$ cat src/design/nla_pkg.sv
// ----------------------------------------------------------------------------
// nla_pkg
// Shared types and constants for the nearest landmark association core.
// ----------------------------------------------------------------------------
package nla_pkg;

  localparam int unsigned MAX_PREDICTED_DEF = 64;

  localparam int unsigned PosW  = 24;
  localparam int unsigned TagW  = 16;
  localparam int unsigned MagW  = PosW + 1;          // |a - b| of two PosW values
  localparam int unsigned SqW   = 2 * PosW + 1;      // (2^PosW)^2 fits in SqW bits
  localparam int unsigned DistW = SqW + 1;

  typedef enum logic [1:0] {
    REQ_CLEAR  = 2'd0,
    REQ_APPEND = 2'd1,
    REQ_QUERY  = 2'd2
  } req_type_e;

  typedef enum logic [1:0] {
    ST_IDLE,
    ST_SCAN,
    ST_DRAIN,
    ST_DONE
  } state_e;

  typedef struct packed {
    logic signed [PosW-1:0] x;
    logic signed [PosW-1:0] y;
    logic [TagW-1:0]        tag;
  } entry_t;

  typedef struct packed {
    logic             valid;
    logic [DistW-1:0] sq_dist;
    logic [TagW-1:0]  tag;
  } dist_res_t;

endpackage

$ cat src/design/nla_table.sv
// ----------------------------------------------------------------------------
// nla_table
// Landmark table: one write port, one registered read port.
// ----------------------------------------------------------------------------
module nla_table #(
  parameter int unsigned Depth = nla_pkg::MAX_PREDICTED_DEF,
  parameter int unsigned IdxW  = (Depth > 1) ? $clog2(Depth) : 1
) (
  input  logic            clk_i,
  input  logic            wr_en_i,
  input  logic [IdxW-1:0] wr_addr_i,
  input  nla_pkg::entry_t wr_data_i,
  input  logic            rd_en_i,
  input  logic [IdxW-1:0] rd_addr_i,
  output nla_pkg::entry_t rd_data_o
);
  import nla_pkg::*;

  entry_t mem [Depth];
  entry_t rd_data_q;

  always_ff @(posedge clk_i) begin
    if (wr_en_i) begin
      mem[wr_addr_i] <= wr_data_i;
    end
  end

  always_ff @(posedge clk_i) begin
    if (rd_en_i) begin
      rd_data_q <= mem[rd_addr_i];
    end
  end

  assign rd_data_o = rd_data_q;

endmodule

$ cat config.mk
export PLATFORM = sky130hd
export DESIGN_NAME = nla_table
export DESIGN_NICKNAME = d
export VERILOG_FILES = /design/src/design/nla_pkg.sv /design/src/design/nla_table.sv
export SDC_FILE = /design/constraint.sdc
export NUM_CORES = 2
export LEC_CHECK = 0
export BUFFER_PORTS_ARGS = -buffer_cell sky130_fd_sc_hd__buf_2
export CELL_PAD_IN_SITES_DETAIL_PLACEMENT = 0
export CELL_PAD_IN_SITES_GLOBAL_PLACEMENT = 1
export CORE_MARGIN = 5
export CORE_UTILIZATION = 50
export CTS_BUF_LIST = sky130_fd_sc_hd__clkbuf_8
export CTS_CLUSTER_SIZE = 24
export DETAILED_ROUTE_END_ITERATION = 7
export GPL_ROUTABILITY_DRIVEN = 1
export GPL_TIMING_DRIVEN = 0
export PLACE_DENSITY = 0.85
export SLEW_MARGIN = 20
export SYNTH_ARGS = -nofsm -noshare
export SYNTH_HDL_FRONTEND = slang
export SYNTH_SLANG_ARGS = --single-unit
$ cat constraint.sdc
create_clock -name clk_i -period 6.6 [get_ports clk_i]
set_input_delay 1.32 -clock clk_i [delete_from_list [all_inputs] [get_ports clk_i]]
set_output_delay 1.32 -clock clk_i [all_outputs]
set_load 0.01 [all_outputs]
==> impl_metrics.yaml <==
status:
  status: "complete, no violations"
detailed_routing:
  vias_per_cell: 6.46
  ant_nets: 0
  wl_per_cell_um: 34.0
  vias: 78600
  drtIter0Drc: 11800
  drt_first_pass_iters: 8
  drc_errors: 0
  wl_mm: 413
setup_path:
  cp.required_ps: 7320
  cp_max_fo: 10
  end_kind: "flip-flop"
  cp-start-kind: "input port"
  criticalPathCategory: "in2reg"
  cp.arrival_ps: 5270
logic_synthesis:
  yosys_warnings: 0
  synth_ff_type: "edfxtp_1"
  async_reset_ff_share_pct: 0
  synthDistinctLibCells: 32
  synth_edf_count: 4160
  synthesis.nets: 6677
  syn_avg_cell_area_um2: 23.8
  syn_area_um2: 157000
  netlist_instances: 6598
  ys_seq_area_share_pct: 79.6
  ys_ff_latch: 4160
final_layout:
  final_common_cell: "edfxtp_1"
  finalInstanceArea_um2: 179000
  final_util_pct: 57.4
  final_cell_mix: "edfxtp_1, mux4_2, clkbuf_8"
  drive_above_1_share_pct: 30.1
  finalNetCount: 7640
  area_growth_pct: 14.1
floorplanning:
  coreArea_um2: 312000
  start_util_pct: 50.3
  die_area_um2: 325000
  rows: 205
  die_y_um: 570
  die_width_um: 570
  io_pins: 143
clock_tree:
  cts_buffer_depth: 4
  postCtsHoldBufs: 0
  htreeDepth: 6
  path_clk_slew_ps: 60
  numClockSinks: 4160
  cts-root-buf: "clkbuf_8"
  post_cts_buffers: 0
  ctsResizeCount: 0
  cts_tree: "done"
  clk-insertion-delay-late_ps: 1120
  cts_made_buffers: 605
sta:
  fin_skew_ps: 64.8
  max-slew-margin-rel_pct: 17.7
  rsz0062_at_grt: "no"
  period_minus_slack_ps: 4550
  hold_viol: 0
  tightest_slew_ps: 1240
  period_share_pct: 68.9
  max_freq_mhz: 220
  setup_violations: 0
  drv_slew: 0
placed_design:
  gp_congestion: 0.840
  hpwl_mm: 278
  place_area_um2: 168000
  io_buffers: 134
pwr:
  p_leak_nw: 56.5
  power_density_nw_per_um2: 285
  ir_drop_v: 0.000215
global_routing:
  antenna_found_initial: 29
  grt_max_degree: 65
  grt_pass1_wl_mm: 583
  grt_pass1_vias: 80000
  grt.total_usage_pct: 25.2
  grt.overflow.total: 0
worst_hold_path:
  holdCritPathClass: "in2reg"
run:
  maxCapViolations: 0
==> layer usage <==
metal,wire (um),track usage (%),vias to the layer above
met5,38,0,-
met4,24200,13.0,8
met3,51500,6.34,1112
met2,197000,39.8,5991
met1,140000,32.8,40900
li1,-,-,30600
==> registers in the layout, indices dropped and copies added (netlist names) <==
| register | flops |
|---|---|
| mem | 4096 |
| rd_data_o | 64 |
==> worst paths after layout <==
path,cells past startpoint,start,endpoint,slack [ps]
worst min-delay path,1,rd_en_i,rd_data_o[0],760
worst max register to register,5,mem[52][31],rd_data_o[31],3650
worst max-delay path,9,rd_addr_i[2],rd_data_o[6],2050
worst min register to register,4,mem[39][26],rd_data_o[26],1000
==> worst max-delay path, cell delays in order <==
cell,delay [ps]
buf_2,180
buf_4,290
buf_2,530
buf_2,620
buf_4,360
mux2i_1,180
o22ai_1,560
a31oi_1,280
a211oi_1,900
==> cell families (layout without fill, tap and decap cells) <==
group / Yosys count / after routing / synth area share [%]
flip-flops: 4160 / 4160 / 79.6
buffers and inverters: 389 / 1797 / 1.18
AO/OA/AOI/OAI: 504 / 504 / 2.47
AND/OR/NAND/NOR: 386 / 386 / 1.23
multiplexers: 1159 / 1159 / 15.6
other: 0 / 17 / 0
==> Yosys cell counts (11+ instances only) <==
| library cell | n | share of area, % |
|---|---|---|
| a22o_1 | 88 | 0.49 |
| or2_2 | 28 | 0.11 |
| nor2_1 | 112 | 0.27 |
| inv_1 | 19 | 0.045 |
| clkbuf_1 | 140 | 0.33 |
| nand2_1 | 58 | 0.14 |
| a31oi_1 | 18 | 0.072 |
| buf_2 | 170 | 0.54 |
| edfxtp_1 | 4160 | 80 |
| a2bb2oi_1 | 19 | 0.11 |
| o22ai_1 | 83 | 0.33 |
| nand2b_1 | 11 | 0.044 |
| buf_4 | 34 | 0.16 |
| buf_1 | 20 | 0.048 |
| mux2i_1 | 135 | 0.86 |
| nand3_1 | 45 | 0.14 |
| a22oi_1 | 168 | 0.80 |
| a41oi_1 | 26 | 0.15 |
| and3_1 | 64 | 0.26 |
| o221ai_1 | 38 | 0.21 |
| nor2b_1 | 28 | 0.11 |
| mux4_2 | 1024 | 15 |
| a211oi_1 | 63 | 0.30 |
| or3_1 | 29 | 0.12 |
==> power breakdown <==
| group | total [mW] | internal, mW | switching [mW] |
|---|---|---|---|
| sequential | 29.4 | 29.3 | 0.0544 |
| combinational | 2.82 | 0.949 | 1.87 |
| clock | 18.8 | 9.22 | 9.59 |
| total | 51.0 | 39.5 | 11.5 |
==> area by class of cell <==
type / count / area, um2
multi-input cells: 2049 / 30700
repair buffers: 356 / 5540
diodes: 17 / 42.5
clock inverters: 433 / 2260
well taps: 4140 / 5180
inverters: 19 / 71.3
fillers: 20900 / 133000
clock buffers: 619 / 8520
flip-flops and latches: 4160 / 125000
plain buffers: 370 / 1780
==> stage by stage <==
stage | hold WS [ps] | worst slack [ps] | total power [mW] | cells | setup TNS (ps)
floorplan | 865 | 1250 | 31.3 | 6598 | 0
global placement | 1000 | -2390 | 32.6 | 10900 | -8225350
detailed placement | 991 | 1070 | 32.7 | 11100 | 0
CTS | 700 | 2200 | 51.1 | 12100 | 0
global route | 717 | 2110 | 52.5 | 12200 | 0
finish | 763 | 2050 | 51.0 | 12200 | 0
(Power assumes the default switching activity.)
