`config.mk`:
```
export PLATFORM = sky130hd
export DESIGN_NAME = nla_dist
export DESIGN_NICKNAME = d
export VERILOG_FILES = /design/src/design/nla_pkg.sv /design/src/design/nla_dist.sv
export SDC_FILE = /design/constraint.sdc
export NUM_CORES = 2
export LEC_CHECK = 0
export BUFFER_PORTS_ARGS = -buffer_cell sky130_fd_sc_hd__buf_2
export CAP_MARGIN = 15
export CORE_ASPECT_RATIO = 0.8
export CORE_MARGIN = 5
export CORE_UTILIZATION = 50
export CTS_CLUSTER_DIAMETER = 200
export DETAILED_ROUTE_END_ITERATION = 6
export HOLD_SLACK_MARGIN = 0.15
export PLACE_DENSITY = 0.67
export SYNTH_ARGS = -nofsm -noshare
export SYNTH_HDL_FRONTEND = slang
export SYNTH_SLANG_ARGS = --single-unit
```
`constraint.sdc`:
```
create_clock -name clk_i -period 10.59 [get_ports clk_i]
set_input_delay 1.059 -clock clk_i [delete_from_list [all_inputs] [get_ports clk_i]]
set_output_delay 1.059 -clock clk_i [all_outputs]
set_load 0.05 [all_outputs]
```
`src/design/nla_pkg.sv`:
```
// ----------------------------------------------------------------------------
// nla_pkg
// Shared types and constants for the nearest landmark association core.
// ----------------------------------------------------------------------------
package nla_pkg;

  localparam int unsigned MAX_PREDICTED_DEF = 64;

  localparam int unsigned PosW  = 24;
  localparam int unsigned TagW  = 16;
  localparam int unsigned MagW  = PosW + 1;          // |a - b| of two PosW values
  localparam int unsigned SqW   = 2 * PosW + 1;      // (2^PosW)^2 fits in SqW bits
  localparam int unsigned DistW = SqW + 1;

  typedef enum logic [1:0] {
    REQ_CLEAR  = 2'd0,
    REQ_APPEND = 2'd1,
    REQ_QUERY  = 2'd2
  } req_type_e;

  typedef enum logic [1:0] {
    ST_IDLE,
    ST_SCAN,
    ST_DRAIN,
    ST_DONE
  } state_e;

  typedef struct packed {
    logic signed [PosW-1:0] x;
    logic signed [PosW-1:0] y;
    logic [TagW-1:0]        tag;
  } entry_t;

  typedef struct packed {
    logic             valid;
    logic [DistW-1:0] sq_dist;
    logic [TagW-1:0]  tag;
  } dist_res_t;

endpackage

```
`src/design/nla_dist.sv`:
```
// ----------------------------------------------------------------------------
// nla_dist
// Shared squared-distance unit: abs difference, square, sum, one entry a cycle.
// ----------------------------------------------------------------------------
module nla_dist (
  input  logic                            clk_i,
  input  logic                            rst_ni,
  input  logic                            valid_i,
  input  logic signed [nla_pkg::PosW-1:0] obs_x_i,
  input  logic signed [nla_pkg::PosW-1:0] obs_y_i,
  input  nla_pkg::entry_t                 entry_i,
  output nla_pkg::dist_res_t              res_o,
  output logic                            busy_o
);
  import nla_pkg::*;

  logic signed [MagW-1:0] diff_x, diff_y;
  logic [MagW-1:0]        mag_x, mag_y;
  logic [SqW-1:0]         prod_x, prod_y;

  logic                   valid_a_q, valid_b_q, valid_c_q;
  logic [MagW-1:0]        mag_x_a_q, mag_y_a_q;
  logic [TagW-1:0]        tag_a_q, tag_b_q, tag_c_q;
  logic [SqW-1:0]         sq_x_b_q, sq_y_b_q;
  logic [DistW-1:0]       dist_c_q;

  always_comb begin
    diff_x = MagW'(obs_x_i) - MagW'(entry_i.x);
    diff_y = MagW'(obs_y_i) - MagW'(entry_i.y);
    // the difference never reaches -2^PosW, so the negation cannot overflow
    mag_x  = diff_x[MagW-1] ? MagW'(-diff_x) : MagW'(diff_x);
    mag_y  = diff_y[MagW-1] ? MagW'(-diff_y) : MagW'(diff_y);
    prod_x = SqW'(mag_x_a_q) * SqW'(mag_x_a_q);
    prod_y = SqW'(mag_y_a_q) * SqW'(mag_y_a_q);
  end

  always_ff @(posedge clk_i or negedge rst_ni) begin
    if (!rst_ni) begin
      valid_a_q <= 1'b0;
      valid_b_q <= 1'b0;
      valid_c_q <= 1'b0;
    end else begin
      valid_a_q <= valid_i;
      valid_b_q <= valid_a_q;
      valid_c_q <= valid_b_q;
    end
  end

  always_ff @(posedge clk_i) begin
    mag_x_a_q <= mag_x;
    mag_y_a_q <= mag_y;
    tag_a_q   <= entry_i.tag;
    sq_x_b_q  <= prod_x;
    sq_y_b_q  <= prod_y;
    tag_b_q   <= tag_a_q;
    dist_c_q  <= DistW'(sq_x_b_q) + DistW'(sq_y_b_q);
    tag_c_q   <= tag_b_q;
  end

  assign res_o.valid   = valid_c_q;
  assign res_o.sq_dist = dist_c_q;
  assign res_o.tag     = tag_c_q;
  assign busy_o        = valid_a_q | valid_b_q | valid_c_q;

endmodule

```
==> results.md <==
* Clock Latency Late Sink at 0.59 ns
* CP max stage cell: dfxtp_1
* Min-delay worst type: input port to asynchronous set/reset pin
* Port bufs at 182
* Register Area at 4960 um2
* Die ar. at 98500 um2
* # nets final at 6634
* Antenna-violating nets left at 0
* RSZ-0062 raised after global routing: false
* Worst Setup Start Kind: register
* Drt total wl at 104 mm
* Post-DP HPWL at 87.0 mm
* H-Tree Depth at 1
* Yosys warns at 0
* Most common cell after layout, fill and taps aside: inv_1
* Area of the core at 91400 um2
* Setup TNS at 0 ns
* Gpl congestion at 0.924
* Clock root buffer: clkbuf_16
* GRT Total Usage at 21.8%
* Initial Util at 50.5%
* Filler cell count at 8360
* Yosys cell types at 87
* Most frequent cells in the layout: inv_1, fa_1, ha_1
* Layout cells sized above 1 at 6.23%
* CTS Sinks at 247
* Vias in the first global route at 34249
* Least-Margin Pin Slew at 1.18 ns
* First-pass GRT wire length at 174 mm
* Fin. max-slew vios at 0
* Chip width at 350 um
* CTS tree: yes
* Multi-input gate area at 35500 um2
* Grt ovf at 0
* FMAX at 0.119 GHz
* Tcrit/Tclk final at 79.0%
* Worst-path clk slew at 0.06 ns
* Cell count after synthesis at 4995
* Worst path max stage delay at 1.10 ns
* Post-synthesis sequential area ratio at 10.7%
* DRC at 0
* Clock skew at 0.0218 ns
* Post-layout minimum cycle time at 8.37 ns
* TritonRoute pass-1 iters at 5
* Primary FF master, synth: dfxtp_1
* Synthesized area per cell at 9.24 um2
* Via density at 5.09
* # setup viols final at 0
* Syn_nets at 6511
* Status: complete, no violations
* Number of hold buffers added after CTS at 0
* DR WL/cell at 16.4 um
* WP data required at 11.11 ns
* Io pins at 183
* Max Buffers Root-to-Sink at 3
* Critical path class: register to register
* Num CTS Buffers at 28
* Initial antenna violation count at 2
* CP Capture Type: register
* Max-cap violations at 0
* Endpoints failing hold at 0
* Die extent in y at 282 um
* Setup bufs post-CTS at 0
* Yosys reg bits at 247
* Area grow syn2layout at 6.89%
* Max transition margin at 21.0%
* Largest net degree at the start of global routing at 29
* DRT iter0 DRCs at 1892
* Number of synthesized flops with an enable pin at 0
* Async SR Flop Fraction at 1.21%
* Post-cts resize count at 0
* Critical Path Fanout Max at 27
* Vias after detailed routing at 32343
* Number of placement rows at 99
* Crit path arrival time at 8.89 ns
* Post-synthesis cell area at 46200 um2
## flip-flops by register name, summed over array words and instances (netlist names)
register,count
dist_c_q,50
sq_x_b_q,48
sq_y_b_q,48
mag_x_a_q,25
mag_y_a_q,25
tag_a_q,16
tag_b_q,16
tag_c_q,16
valid_a_q,1
valid_b_q,1
valid_c_q,1
## cell usage after synthesis (10+ instances only)
library cell / n / area (um2)
o21ai_0: 102 / 510
nand2_1: 394 / 1480
nor2b_1: 43 / 269
nor3_1: 15 / 75.1
a21o_1: 89 / 668
nor2_1: 140 / 526
nand4_1: 17 / 106
a21oi_1: 159 / 796
clkbuf_1: 125 / 469
a211oi_1: 24 / 180
or2_2: 11 / 68.8
o211ai_1: 10 / 75.1
xnor2_1: 137 / 1200
and2_1: 262 / 1640
xor2_1: 88 / 771
a31oi_1: 27 / 169
nand2b_1: 25 / 156
o21bai_1: 20 / 150
fa_1: 936 / 18700
and3_1: 25 / 156
ha_1: 465 / 5820
o21a_1: 32 / 240
a211o_1: 11 / 96.3
dfxtp_1: 244 / 4880
nand3_1: 38 / 190
inv_1: 1386 / 5200
## layout make-up
cell class	instances	area share (%)
well taps	1212	3.07
clock buffers	36	1.52
diodes	1	0.00507
clock inverters	15	0.322
inverters	1386	10.5
flip-flops and latches	247	10.1
repair buffers	227	2.57
multi-input cells	3228	71.9
## per-stage QoR
stage	cells	setup WS (ns)	hold WS [ns]	instance area (um2)	util, %
global route	6351	1.90	0.223	49300	54.0
CTS	6349	2.24	0.218	49300	53.9
finish	6352	2.22	0.269	49300	54.0
floorplan	4995	3.23	0.310	46200	-
detailed placement	6298	2.27	0.313	48400	52.9
global placement	6298	2.45	0.310	48400	52.9
## layer usage
metal	GRT usage [%]	share of wire, %
met1	32.3	46
met2	34.1	44
met5	0	0
met3	4.52	8.1
met4	3.01	1.3
## cell families after synthesis
| group | Yosys count | synth area share, % |
|---|---|---|
| AOI/OAI and AO/OA | 577 | 8.28 |
| xor gates and xnor gates | 225 | 4.27 |
| adders and majority gates | 1401 | 53.2 |
| buffers and inverters | 1520 | 12.4 |
| DFF | 247 | 10.7 |
| muxes | 9 | 0.203 |
| and+or+nand+nor | 1016 | 10.9 |
## path summary, 6_finish.rpt
path                       slack (ns)           end  cells after the start          from
hold / removal                   0.27     valid_c_q                      1        rst_ni
setup reg to reg                 2.22  sq_y_b_q[41]                     26  mag_y_a_q[1]
min in group clk_i               0.32    tag_b_q[5]                      0    tag_a_q[5]
max in group asynchronous       10.22     valid_a_q                      1        rst_ni
hold reg to reg                  0.32    tag_b_q[5]                      0    tag_a_q[5]
setup / recovery                 2.22  sq_y_b_q[41]                     26  mag_y_a_q[1]
## critical path, delay by kind of cell (launching register included)
family          cells  cell delay [ns]
buf+inv             7             0.37
xor+xnor            1             0.15
flops               1             1.10
compound gates      8             2.40
fa+ha+maj           8             3.95
simple gates        2             0.31
Power is left out: the tool's default activity adds up to more than one toggle a clock period on the data nets, which glitch-free logic cannot reach.
